File: src/rtl/rrss_pkg.sv
// Package for the round-robin slice scheduler: word types, codes and defaults.
// Used by every module of the block; depends on nothing.
package rrss_pkg;

  localparam int DefaultMaxTasks = 64;
  localparam logic [15:0] QuantumReset = 16'd4;

  localparam logic [1:0] CmdLoad   = 2'd0;
  localparam logic [1:0] CmdSlice  = 2'd1;
  localparam logic [1:0] CmdClear  = 2'd2;
  localparam logic [1:0] CmdUnused = 2'd3;

  localparam logic [2:0] StatSlice   = 3'd0;
  localparam logic [2:0] StatDone    = 3'd1;
  localparam logic [2:0] StatLoaded  = 3'd2;
  localparam logic [2:0] StatRefused = 3'd3;
  localparam logic [2:0] StatCleared = 3'd4;

  typedef struct packed {
    logic [1:0]  cmd;
    logic [15:0] arrival;
    logic [15:0] burst;
  } in_word_t;

  typedef struct packed {
    logic [2:0]  status;
    logic [5:0]  task_index;
    logic [31:0] start_time;
    logic [15:0] run_length;
    logic        task_finished;
  } out_word_t;

  // Commands from the controller to the datapath.
  typedef struct packed {
    logic clear;       // empty table, zero time
    logic scan_init;   // latch the command, set up the scan
    logic scan_step;   // look at one entry
    logic shift_step;  // move one entry up for an insertion
    logic load_write;  // write the new entry
    logic slice_apply; // update the picked entry and time
    logic idle_init;   // restart scan at the head for an idle pass
  } dp_cmd_t;

  typedef struct packed {
    logic scan_hit;    // current entry matches
    logic scan_last;   // current entry is the last one to look at
    logic shift_done;  // no more entries to move
    logic empty;       // nothing left to schedule
    logic full;        // table full
    logic mem_wait;    // read data not yet valid
  } dp_stat_t;

endpackage

File: src/rtl/rrss_datapath.sv
// Datapath of the round-robin slice scheduler: task table memory, counters,
// time and scan cursor. Depends on rrss_pkg; driven by rrss_ctrl.
module rrss_datapath #(
  parameter int MaxTasks = rrss_pkg::DefaultMaxTasks
) (
  input  logic                 clk,
  input  logic                 rst,
  input  logic [15:0]          quantum,
  input  rrss_pkg::in_word_t   in_word,
  input  rrss_pkg::dp_cmd_t    cmd,
  input  logic                 idle_pass,
  output rrss_pkg::dp_stat_t   stat,
  output rrss_pkg::out_word_t  res_load,
  output rrss_pkg::out_word_t  res_slice
);
  import rrss_pkg::*;

  localparam int Aw = $clog2(MaxTasks);
  localparam int Cw = $clog2(MaxTasks + 1);

  // one combined entry: arrival, remaining, order number
  typedef struct packed {
    logic [15:0] arr;
    logic [15:0] rem;
    logic [5:0]  ord;
  } entry_t;

  entry_t mem [MaxTasks];
  entry_t rd;
  logic [Aw-1:0] rd_addr, wr_addr;
  logic          wr_en;
  entry_t        wr_data;

  logic [Cw-1:0] task_count, unfinished_count;
  logic [31:0]   clock_now;
  logic [Aw-1:0] scan_cursor;
  logic [Aw-1:0] idx;      // entry being looked at
  logic [Cw-1:0] seen;     // entries looked at so far
  logic          rd_valid;
  logic [15:0]   arr_l, bur_l;
  logic [Aw-1:0] pick;
  entry_t        pick_e;
  logic [15:0]   mem_arr_below;

  always_ff @(posedge clk) begin
    if (wr_en) mem[wr_addr] <= wr_data;
    rd <= mem[rd_addr];
  end

  logic [Cw-1:0] last_seen;
  assign last_seen = task_count - Cw'(1);
  logic [Aw-1:0] idx_inc;
  assign idx_inc = ({1'b0, idx} + (Aw+1)'(1) >= (Aw+1)'(task_count)) ? '0 : idx + Aw'(1);

  // Scan address advances on a step; shift reads the entry below the write slot.
  always_comb begin
    rd_addr = idx;
    if (cmd.scan_step && rd_valid) rd_addr = idx_inc;
    if (cmd.shift_step) rd_addr = idx - Aw'(1);
  end

  assign mem_arr_below = rd.arr;

  logic eligible;
  assign eligible = (rd.rem != 16'd0) && ({16'd0, rd.arr} <= clock_now);
  assign stat.scan_hit   = rd_valid && (idle_pass ? (rd.rem != 16'd0) : eligible);
  assign stat.scan_last  = (seen == last_seen);
  assign stat.shift_done = (idx == '0) || (arr_l >= mem_arr_below);
  assign stat.empty      = (unfinished_count == '0) || (task_count == '0);
  assign stat.full       = (task_count == Cw'(MaxTasks));
  assign stat.mem_wait   = !rd_valid;

  logic [15:0] q, run;
  logic [31:0] slice_start;
  assign q   = (quantum == 16'd0) ? 16'd1 : quantum;
  assign run = (pick_e.rem < q) ? pick_e.rem : q;
  assign slice_start = idle_pass ? {16'd0, pick_e.arr} : clock_now;

  always_comb begin
    wr_en = 1'b0;
    wr_addr = idx;
    wr_data = rd;
    if (cmd.shift_step && rd_valid) begin
      wr_en = 1'b1;
    end else if (cmd.load_write) begin
      wr_en = 1'b1;
      wr_data = '{arr: arr_l, rem: bur_l, ord: 6'(task_count)};
    end else if (cmd.slice_apply) begin
      wr_en = 1'b1;
      wr_addr = pick;
      wr_data = '{arr: pick_e.arr, rem: pick_e.rem - run, ord: pick_e.ord};
    end
  end

  always_ff @(posedge clk) begin
    if (rst || cmd.clear) begin
      task_count <= '0;
      unfinished_count <= '0;
      clock_now <= '0;
      scan_cursor <= '0;
      rd_valid <= 1'b0;
    end else begin
      if (cmd.scan_init) begin
        arr_l <= in_word.arrival;
        bur_l <= in_word.burst;
        seen <= '0;
        if (in_word.cmd == CmdLoad) begin
          idx <= Aw'(task_count);
        end else begin
          idx <= ({1'b0, scan_cursor} < (Aw+1)'(task_count)) ? scan_cursor : '0;
        end
        rd_valid <= 1'b0;
      end else if (cmd.idle_init) begin
        idx <= '0;
        seen <= '0;
        rd_valid <= 1'b0;
      end else if (cmd.shift_step) begin
        if (rd_valid) idx <= idx - Aw'(1);
        rd_valid <= !rd_valid ? 1'b1 : 1'b0;
      end else if (cmd.scan_step) begin
        if (rd_valid) begin
          if (stat.scan_hit) begin
            pick <= idx;
            pick_e <= rd;
          end else begin
            idx <= idx_inc;
            seen <= seen + Cw'(1);
          end
        end
        rd_valid <= !rd_valid ? 1'b1 : !stat.scan_hit;
      end else begin
        rd_valid <= 1'b0;
      end
      if (cmd.load_write) begin
        task_count <= task_count + Cw'(1);
        unfinished_count <= unfinished_count + Cw'(1);
      end
      if (cmd.slice_apply) begin
        clock_now <= slice_start + {16'd0, run};
        if (pick_e.rem == run) unfinished_count <= unfinished_count - Cw'(1);
        scan_cursor <= ({1'b0, pick} + (Aw+1)'(1) >= (Aw+1)'(task_count)) ? '0 : pick + Aw'(1);
      end
    end
  end

  assign res_load  = '{status: StatLoaded, task_index: 6'(task_count),
                       start_time: '0, run_length: '0, task_finished: 1'b0};
  assign res_slice = '{status: StatSlice, task_index: pick_e.ord, start_time: slice_start,
                       run_length: run, task_finished: (pick_e.rem == run)};

  assert property (@(posedge clk) disable iff (rst) cmd.load_write |-> !stat.full)
    else $error("load written into a full table");
  assert property (@(posedge clk) disable iff (rst)
                   unfinished_count <= task_count)
    else $error("more unfinished tasks than tasks");
  assert property (@(posedge clk) disable iff (rst)
                   cmd.slice_apply |-> pick_e.rem != 16'd0)
    else $error("slice picked a finished task");
endmodule

File: src/rtl/rrss_ctrl.sv
// Controller of the round-robin slice scheduler: sequences loads, scans and
// result delivery. Depends on rrss_pkg; drives rrss_datapath.
module rrss_ctrl (
  input  logic                clk,
  input  logic                rst,
  input  logic                in_valid,
  output logic                in_ready,
  input  rrss_pkg::in_word_t  in_word,
  output logic                out_valid,
  input  logic                out_ready,
  output rrss_pkg::out_word_t out_word,
  output rrss_pkg::dp_cmd_t   cmd,
  output logic                idle_pass,
  input  rrss_pkg::dp_stat_t  stat,
  input  rrss_pkg::out_word_t res_load,
  input  rrss_pkg::out_word_t res_slice
);
  import rrss_pkg::*;

  typedef enum logic [5:0] {
    S_IDLE  = 6'b000001,
    S_DEC   = 6'b000010,
    S_SHIFT = 6'b000100,
    S_WRITE = 6'b001000,
    S_SCAN  = 6'b010000,
    S_APPLY = 6'b100000
  } state_t;

  state_t state, state_next;
  logic [1:0] op;
  logic       burst_zero;
  logic       out_free, refuse, nothing_left, dec_result, dec_load, out_load;
  logic [2:0] dec_status;

  // The output register holds a word until taken; the next word is accepted
  // meanwhile and waits only at the step that writes its own result.
  assign in_ready = (state == S_IDLE);
  assign out_free = !out_valid || out_ready;

  assign refuse       = (op == CmdLoad) && (burst_zero || stat.full);
  assign nothing_left = (op == CmdSlice) && stat.empty;
  assign dec_result   = refuse || nothing_left || (op == CmdClear);
  assign dec_status   = (op == CmdClear) ? StatCleared : nothing_left ? StatDone : StatRefused;
  assign dec_load     = (state == S_DEC) && dec_result && out_free;
  assign out_load     = dec_load || cmd.load_write || cmd.slice_apply;

  always_comb begin
    cmd = '0;
    state_next = state;
    unique case (state)
      S_IDLE: if (in_valid) begin
        cmd.scan_init = 1'b1;
        state_next = S_DEC;
      end
      S_DEC: begin
        if (dec_result) begin
          if (out_free) begin
            cmd.clear = (op == CmdClear);
            state_next = S_IDLE;
          end
        end else if (op == CmdLoad) begin
          state_next = S_SHIFT;
        end else if (op == CmdSlice) begin
          state_next = S_SCAN;
        end else begin
          state_next = S_IDLE;
        end
      end
      S_SHIFT: begin
        cmd.shift_step = 1'b1;
        if (!stat.mem_wait && stat.shift_done) begin
          cmd.shift_step = 1'b0;
          state_next = S_WRITE;
        end
      end
      S_WRITE: if (out_free) begin
        cmd.load_write = 1'b1;
        state_next = S_IDLE;
      end
      S_SCAN: begin
        cmd.scan_step = 1'b1;
        if (stat.scan_hit) state_next = S_APPLY;
        else if (!stat.mem_wait && stat.scan_last) begin
          cmd.scan_step = 1'b0;
          cmd.idle_init = 1'b1;
        end
      end
      S_APPLY: if (out_free) begin
        cmd.slice_apply = 1'b1;
        state_next = S_IDLE;
      end
      default: state_next = S_IDLE;
    endcase
  end

  always_ff @(posedge clk) begin
    if (rst) begin
      state <= S_IDLE;
      out_valid <= 1'b0;
      idle_pass <= 1'b0;
    end else begin
      state <= state_next;
      out_valid <= out_load || (out_valid && !out_ready);
      if (state == S_IDLE && in_valid) begin
        op <= in_word.cmd;
        burst_zero <= (in_word.burst == 16'd0);
        idle_pass <= 1'b0;
      end
      if (cmd.idle_init) idle_pass <= 1'b1;
      if (dec_load) out_word <= '{status: dec_status, default: '0};
      if (cmd.load_write) out_word <= res_load;
      if (cmd.slice_apply) out_word <= res_slice;
    end
  end

  assert property (@(posedge clk) disable iff (rst) out_valid && !out_ready |=> out_valid)
    else $error("result dropped while stalled");
  assert property (@(posedge clk) disable iff (rst)
                   out_valid && !out_ready |=> $stable(out_word))
    else $error("result changed while stalled");
  assert property (@(posedge clk) disable iff (rst) in_ready |-> state == S_IDLE)
    else $error("input taken while busy");
  assert property (@(posedge clk) disable iff (rst) $onehot(state))
    else $error("state not one-hot");
endmodule

File: src/rtl/round_robin_slice_scheduler.sv
// Top level of the round-robin slice scheduler: quantum register, controller
// and datapath. Depends on rrss_pkg, rrss_ctrl and rrss_datapath.
//
// Usage: input words (cmd, arrival, burst) enter on in_valid/in_ready, result
// words leave on out_valid/out_ready, one result per command (cmd 3 gives
// none). quantum_we writes the 16-bit quantum; write it only while idle.
// A load walks down from the table end moving entries up until it finds its
// slot. A slice scans from the cursor, one entry per cycle after a table
// read; when nothing has arrived the whole table is scanned and then scanned
// again from the head for the idle pass. Clear, refused loads, slices with
// nothing left and cmd 3 are settled at the decode step. Each result appears
// the cycle after its last step. The output register holds a result until
// taken; the next word is accepted meanwhile and the block stalls only when
// it has a further result to write. Reset empties the table, zeroes time and
// cursor and sets quantum to 4; no table clearing pass.
module round_robin_slice_scheduler #(
  parameter int MaxTasks = rrss_pkg::DefaultMaxTasks
) (
  input  logic                clk,
  input  logic                rst,
  input  logic                in_valid,
  output logic                in_ready,
  input  rrss_pkg::in_word_t  in_data,
  output logic                out_valid,
  input  logic                out_ready,
  output rrss_pkg::out_word_t out_data,
  input  logic                quantum_we,
  input  logic [15:0]         quantum_wdata
);
  import rrss_pkg::*;

  logic [15:0] quantum;
  dp_cmd_t     cmd;
  dp_stat_t    stat;
  out_word_t   res_load, res_slice;
  logic        idle_pass;

  always_ff @(posedge clk) begin
    if (rst) quantum <= QuantumReset;
    else if (quantum_we) quantum <= quantum_wdata;
  end

  rrss_ctrl u_ctrl (
    .clk, .rst, .in_valid, .in_ready,
    .in_word(in_data), .out_valid, .out_ready, .out_word(out_data),
    .cmd, .idle_pass, .stat, .res_load, .res_slice
  );

  rrss_datapath #(.MaxTasks(MaxTasks)) u_dp (
    .clk, .rst, .quantum, .in_word(in_data), .cmd, .idle_pass,
    .stat, .res_load, .res_slice
  );
endmodule

File: config.mk
export PLATFORM = sky130hd
export DESIGN_NAME = round_robin_slice_scheduler
export DESIGN_NICKNAME = d
export VERILOG_FILES = /design/src/rtl/rrss_pkg.sv /design/src/rtl/rrss_datapath.sv /design/src/rtl/rrss_ctrl.sv /design/src/rtl/round_robin_slice_scheduler.sv
export SDC_FILE = /design/constraint.sdc
export NUM_CORES = 2
export LEC_CHECK = 0
export ABC_CLOCK_PERIOD_IN_PS = 7300
export BUFFER_PORTS_ARGS = -buffer_cell sky130_fd_sc_hd__buf_2
export CORE_MARGIN = 10
export CORE_UTILIZATION = 42
export CTS_CLUSTER_DIAMETER = 100
export DETAILED_ROUTE_END_ITERATION = 10
export PLACE_DENSITY = 0.61
export RECOVER_POWER = 25
export SLEW_MARGIN = 25
export SYNTH_ARGS = -nofsm -noshare
export SYNTH_HDL_FRONTEND = slang
export SYNTH_SLANG_ARGS = --single-unit
File: constraint.sdc
create_clock -name clk -period 7.3 [get_ports clk]
set_input_delay 0.73 -clock clk [delete_from_list [all_inputs] [get_ports clk]]
set_output_delay 0.73 -clock clk [all_outputs]
set_load 0.03 [all_outputs]
# Yosys cells after proc, flatten, opt, wreduce, memory -nomap -nowiden
# Memory sizes are Yosys's and may differ from the RTL's. A register that Yosys moved wholly into a read port is not among the register bits.
# Index checks and enable logic that the tools add are counted.
# totals
register_bits	227
mem_bits_rw	2432
inputBits	55
out_inout_bits	60
elab_cells	187
memories	1
# op_classes
n_addsub	12
magnitude_cmp	6
n_eq_ne	19
mux	70
bitwise_logic	5
n_reduce_logical	49
# mem_list
name	depth	width	rd	rd_clocked_by_memory_dff	wr	line_no	text
u_dp.mem	64	38	1	1	1	rrss_datapath.sv:28	entry_t mem [MaxTasks];
# ops
op	n
2-to-1 mux 6 bit	22
2-to-1 mux 38 bit	3
2-to-1 mux 58 bit	1
2-to-1 mux 57 bit	1
2-to-1 mux 55 bit	1
2-to-1 mux 7 bit	7
adder 32 x 16 -> 32 bit	1
<= comparator 16 x 32 -> 1 bit	1
logical NOT 16 bit	2
2-to-1 mux 16 bit	2
2-to-1 mux 32 bit	1
case mux 6 bit (5 select lines)	1
2-to-1 mux 1 bit	28
adder 7 x 1 -> 7 bit (second input constant)	3
equality test 16 bit	1
greater-or-equal comparator 16 bit	1
less-than comparator 16 bit	1
nonzero test 16 bit	1
subtractor 16 bit	1
adder 6 x 1 -> 7 bit (second input constant)	2
greater-or-equal comparator 7 bit	2
logical NOT 7 bit	2
subtractor 7 x 1 -> 7 bit (second input constant)	2
adder 6 x 1 -> 6 bit (second input constant)	2
other kinds (35)	72

# Depth between registers and ports, before layout
# logic_depth
ltp_word	10
depth_mapped	23
ltp_nobuf	19

# By module
# Synthesis repeated with hierarchy kept, for this count alone.
# hier_totals
cells_unflattened	8474
hier_area_um2	112950.8
# by_module_without_submodules
module	instances	cells_each	area_each_um2	seq_area_each_um2
rrss_datapath	1	8205	109319.8	77524.4
rrss_ctrl	1	217	3049.2	1991.9
round_robin_slice_scheduler	1	52	581.8	320.3

# Worst setup path after synthesis
# OpenSTA, ideal clock, no wires.
# synth_timing
path_kind	reg2reg
from	reg u_dp.pick_e[20] (netlist bit)
to	mem u_dp.mem[0][21] (netlist bit), data pin
setup_time_ns	0.702
t_arrival_ns	6.968
required_time_ns	6.598
path_slack_ns	-0.369
stages_incl_launch_ff	22
n_path_buf	3
period_less_slack_ns	7.669
path_cell_list	edfxtp_1 ha_1 nand4_1 nor3_1 and4_1 a211o_1 clkbuf_1 clkbuf_1 clkbuf_1 nor2_1 a21oi_1 ha_1 inv_1 o211ai_1 o21ai_0 o21ai_0 nand3b_1 a41oi_1 o21ai_0 a221oi_1 xor2_1 o21ai_0
# synth_lines
item	line_no	text
start, declared	rrss_datapath.sv:42	entry_t pick_e;
start signal, assigned	rrss_datapath.sv:124	pick_e <= rd;
end, declared	rrss_datapath.sv:28	

# Worst setup path after layout
# layout_timing
from	reg, netlist name u_dp.rd[15]
to	reg, netlist name u_dp.mem_arr_below[13]
# layout_between
elab_chain_cells	9
# layout_rtl
item	line_no	text
nonzero test 16 bit (*)	rrss_datapath.sv:65, rrss_datapath.sv:66	
logical AND 1 bit	rrss_datapath.sv:65	assign eligible = (rd.rem != 16'd0) && ({16'd0, rd.arr} <= clock_now);
2-to-1 mux 1 bit (*)	rrss_datapath.sv:66	assign stat.scan_hit = rd_valid && (idle_pass ? (rd.rem != 16'd0) : eligible);
logical AND 1 bit (*)	rrss_datapath.sv:66	
2-to-1 mux 1 bit (*)	rrss_ctrl.sv:82	if (stat.scan_hit) state_next = S_APPLY;
2-to-1 mux 1 bit (*)	rrss_ctrl.sv:50	unique case (state)
logical AND 1 bit (*)	rrss_datapath.sv:58	if (cmd.scan_step && rd_valid) rd_addr = idx_inc;
2-to-1 mux 6 bit (*)	rrss_datapath.sv:58	
2-to-1 mux 6 bit (*)	rrss_datapath.sv:59	if (cmd.shift_step) rd_addr = idx - Aw'(1);
# Every way passes the cells marked *; elsewhere a longest branch is shown, timed or not.
# A chain may end at the register's enable or synchronous reset.

==> run metrics <==
share of the synthesized area in the top cell type 0.694; unrepaired setup endpoints after global routing false; top post-synthesis cells by count edfxtp_1 (2582), nand2_1 (1185), mux2i_1 (1035); setup violators final 0; final hold viol count 0; crit path time final 6960 ps; register area 79800 um^2; critical path fanouts, max 39; sequential area share after synthesis 0.715; Multi-input gate area 30400 um^2; Psw 8.38 mW; switch share 0.237; port buffer count 114; first-pass GRT wire length 449000 um; global route overflow 0; die width 536 um; Synth Instances 7657; hold crit path type in2reg; r2r startpoint u_dp.rd[15]; Root Driver clkbuf_16; Longest Clk Path Bufs 4; power share of the sequential group 0.509; P_int 27.0 mW; CTS Sinks 2697; fill cell count 22615; vias in the first global route 64315; area grow syn2layout 14.1%; status finished with violations; height of the die 536 um; worst-margin pin slew 3320 ps; Syn Nets 7803; fin worst setup slack 340 ps; Leakage 44.3 nW; Skew-Pair Late Insertion Delay 950 ps; Max transition margin -1.21; Synth area leader edfxtp_1; hold path start quantum_wdata[3]; TNS Setup 0 ps; Syn Area/Cell 14.6 um^2; CP startpoint kind flip-flop; Worst-path clk slew 60 ps; routed vias 67278; largest net degree at the start of global routing 129; highest clock rate 0.144 GHz; cell row count 189; initial antenna violation count 20; I/O Pins 115; WHS Path Cells 3; CTS tree yes; post-synth cell types 87; core area 265000 um^2; drc violations 0; HPWL after detailed placement 180000 um; Detailed Routing Iterations Pass 1 8; clock power share 0.397; flops & latches, synth 2697; Initial Util 0.422; pre-CTS WS 711 ps; nets 8046; Critical Path Sink Type flip-flop; cell with the most instances after synthesis edfxtp_1; Critical Path RT 8010 ps; Routed Antenna Nets 0; ratio of final minimum period to clock period 0.953; Total GRT Usage 0.209; clock buffer count from CTS 290; Top FF cell, synth edfxtp_1; Fin Clk Skew 53.2 ps; Post-Syn Area 112000 um^2; failing checks capacitance limit, slew limit; WS Path Type reg2reg; reg-to-reg setup timing slack 340 ps; maxcap violations 9; WHS Endpoint quantum[3]; worst r2r dst u_dp.mem_arr_below[13]; Via density 5.78; number of synthesized flops with an enable pin 2582; Logic pwr share 0.094; Max VDD drop 0.215 mV; GP Congestion 0.881; pwr/cell area 278 nW/um^2; WL/cell 26.7 um; Worst R2R Path Depth 15; Max Slew Vio Count 349; share of cells above drive strength 1 0.109; top post-synthesis cells by area edfxtp_1 (69%), mux2i_1 (9.3%), nand2_1 (4.0%), nand3_1 (2.3%), dfxtp_1 (2.1%); Ys Warns 0; critical path arrival 7670 ps; Final Util 0.481; CTS HTree Levels 5; fraction of registers with async set/reset 0; final wirelength 311000 um; die area 287000 um^2; DR iter-0 viols 7483
==> cell usage in the layout, fill, tap and decap left out, drive strengths merged, types with 16 or more instances in the layout <==
| cell | count |
|---|---|
| o211ai | 65 |
| nor2b | 19 |
| nand2 | 1185 |
| nand4 | 39 |
| nand2b | 21 |
| mux2i | 1035 |
| nand3 | 506 |
| buf | 264 |
| a211oi | 78 |
| a31oi | 103 |
| a21oi | 110 |
| a311oi | 70 |
| nor3 | 23 |
| a32oi | 20 |
| inv | 93 |
| a21o | 22 |
| o22ai | 46 |
| clkinv | 86 |
| and2 | 29 |
| bufinv | 21 |
| edfxtp | 2582 |
| o22a | 16 |
| mux2 | 77 |
| a22oi | 54 |
| xor2 | 31 |
| ha | 91 |
| and3 | 108 |
| dfxtp | 115 |
| xnor2 | 50 |
| nor2 | 220 |
| dlygate4sd3 | 43 |
| clkbuf | 481 |
| o21ai | 153 |
| nor4 | 22 |
| o311a | 49 |
==> cell families (layout without fill, tap and decap cells) <==
kind of cell / Yosys count / count (layout) / share of synthesized area
mux: 1112 / 1112 / 0.101
simple gates: 2250 / 2250 / 0.0907
other cells: 0 / 8 / 0
compound gates: 874 / 874 / 0.0551
fa+ha+maj: 98 / 98 / 0.0108
buf+inv: 545 / 994 / 0.0217
flops: 2697 / 2697 / 0.715
xor+xnor: 81 / 81 / 0.00635
==> critical path, stage by stage, from the launching register on <==
cell and delay (ps):
dfxtp_1 500, or4_1 640, o41ai_1 980, a21oi_1 80, nand3_1 290, nand3_4 190
a31oi_1 450, o22a_4 830, buf_12 380, buf_4 250, buf_4 330, nand2_1 80
and3_1 170, o21ai_0 270, nand4_1 280, nor4bb_1 860
==> layer usage <==
layer  global-route usage  wire length [um]  up-vias
li1                     -                 -    29665
met1                0.296            134000    34197
met2                0.327            143000     2905
met3               0.0384             24900      505
met4               0.0636              9050        6
met5                    0                45        -
==> registers in the layout (all words and copies together) (netlist names) <==
signal	count
u_ctrl.out_word	58
u_dp.pick_e	32
u_ctrl.burst_zero	1
u_dp.clock_now	32
u_dp.mem	2432
u_ctrl.op	2
u_dp.rd_valid	1
u_ctrl.idle_pass	1
u_dp.bur_l	16
u_dp.task_count	7
u_dp.pick	6
u_dp.idx	6
u_dp.scan_cursor	6
u_dp.seen	7
u_ctrl.out_valid	1
quantum	16
u_dp.res_slice	6
u_dp.rd	22
u_ctrl.state	6
u_dp.mem_arr_below	16
u_dp.arr_l	16
u_dp.unfinished_count	7
==> power groups by stage <==
stage	combinational, mW	sequential (mW)	clock, mW
after floorplan	1.92	18.3	0
after global placement	3.17	18.3	0
after detailed placement	3.28	18.3	0
after CTS	3.32	18.0	14.3
after global routing	3.57	18.0	14.9
final	3.33	18.0	14.1
==> how the worst max path moves through the flow <==
| stage | startpoint | end | slack [ps] | depth (start not counted) |
|---|---|---|---|---|
| finish | u_dp.rd[15] | u_dp.mem_arr_below[13] | 340 | 15 |
| global route | quantum[15] | u_dp.mem[49][21] | 10 | 20 |
| CTS | quantum[15] | u_dp.mem[35][21] | 630 | 20 |
| detailed placement | quantum[14] | u_dp.mem[55][21] | 710 | 20 |
| global placement | u_dp.rd[15] | u_dp.mem_arr_below[10] | -170 | 14 |
| floorplan | u_dp.pick_e[20] | u_dp.mem[0][18] | 90 | 20 |
==> per-stage QoR <==
stage | power (mW) | hold slack, ps | cell area (um^2) | instances
2_1_floorplan | 20.2 | 409 | 112000 | 7657
3_3_place_gp | 21.5 | 442 | 118000 | 11091
3_5_place_dp | 21.6 | 446 | 118000 | 11096
4_1_cts | 35.6 | 4.88 | 128000 | 11637
5_1_grt | 36.4 | 56.0 | 127000 | 11641
6_report | 35.4 | 59.3 | 127000 | 11647
==> layout make-up <==
cell class,instances,area share
antenna,8,0.000157
clock buffer,380,0.0615
clock inverter,118,0.00861
inverter,88,0.00259
multi-input combinational,4415,0.239
sequential,2697,0.627
tap,3533,0.0347
timing repair buffer,408,0.0269
==> timing repair <==
item,in CTS,in global routing
endpoints found under the hold margin,43,0
hold buffers,43,0
gates resized for setup,0,0
setup buffers,0,0
No activity file was read; power rests on OpenSTA's default activity.
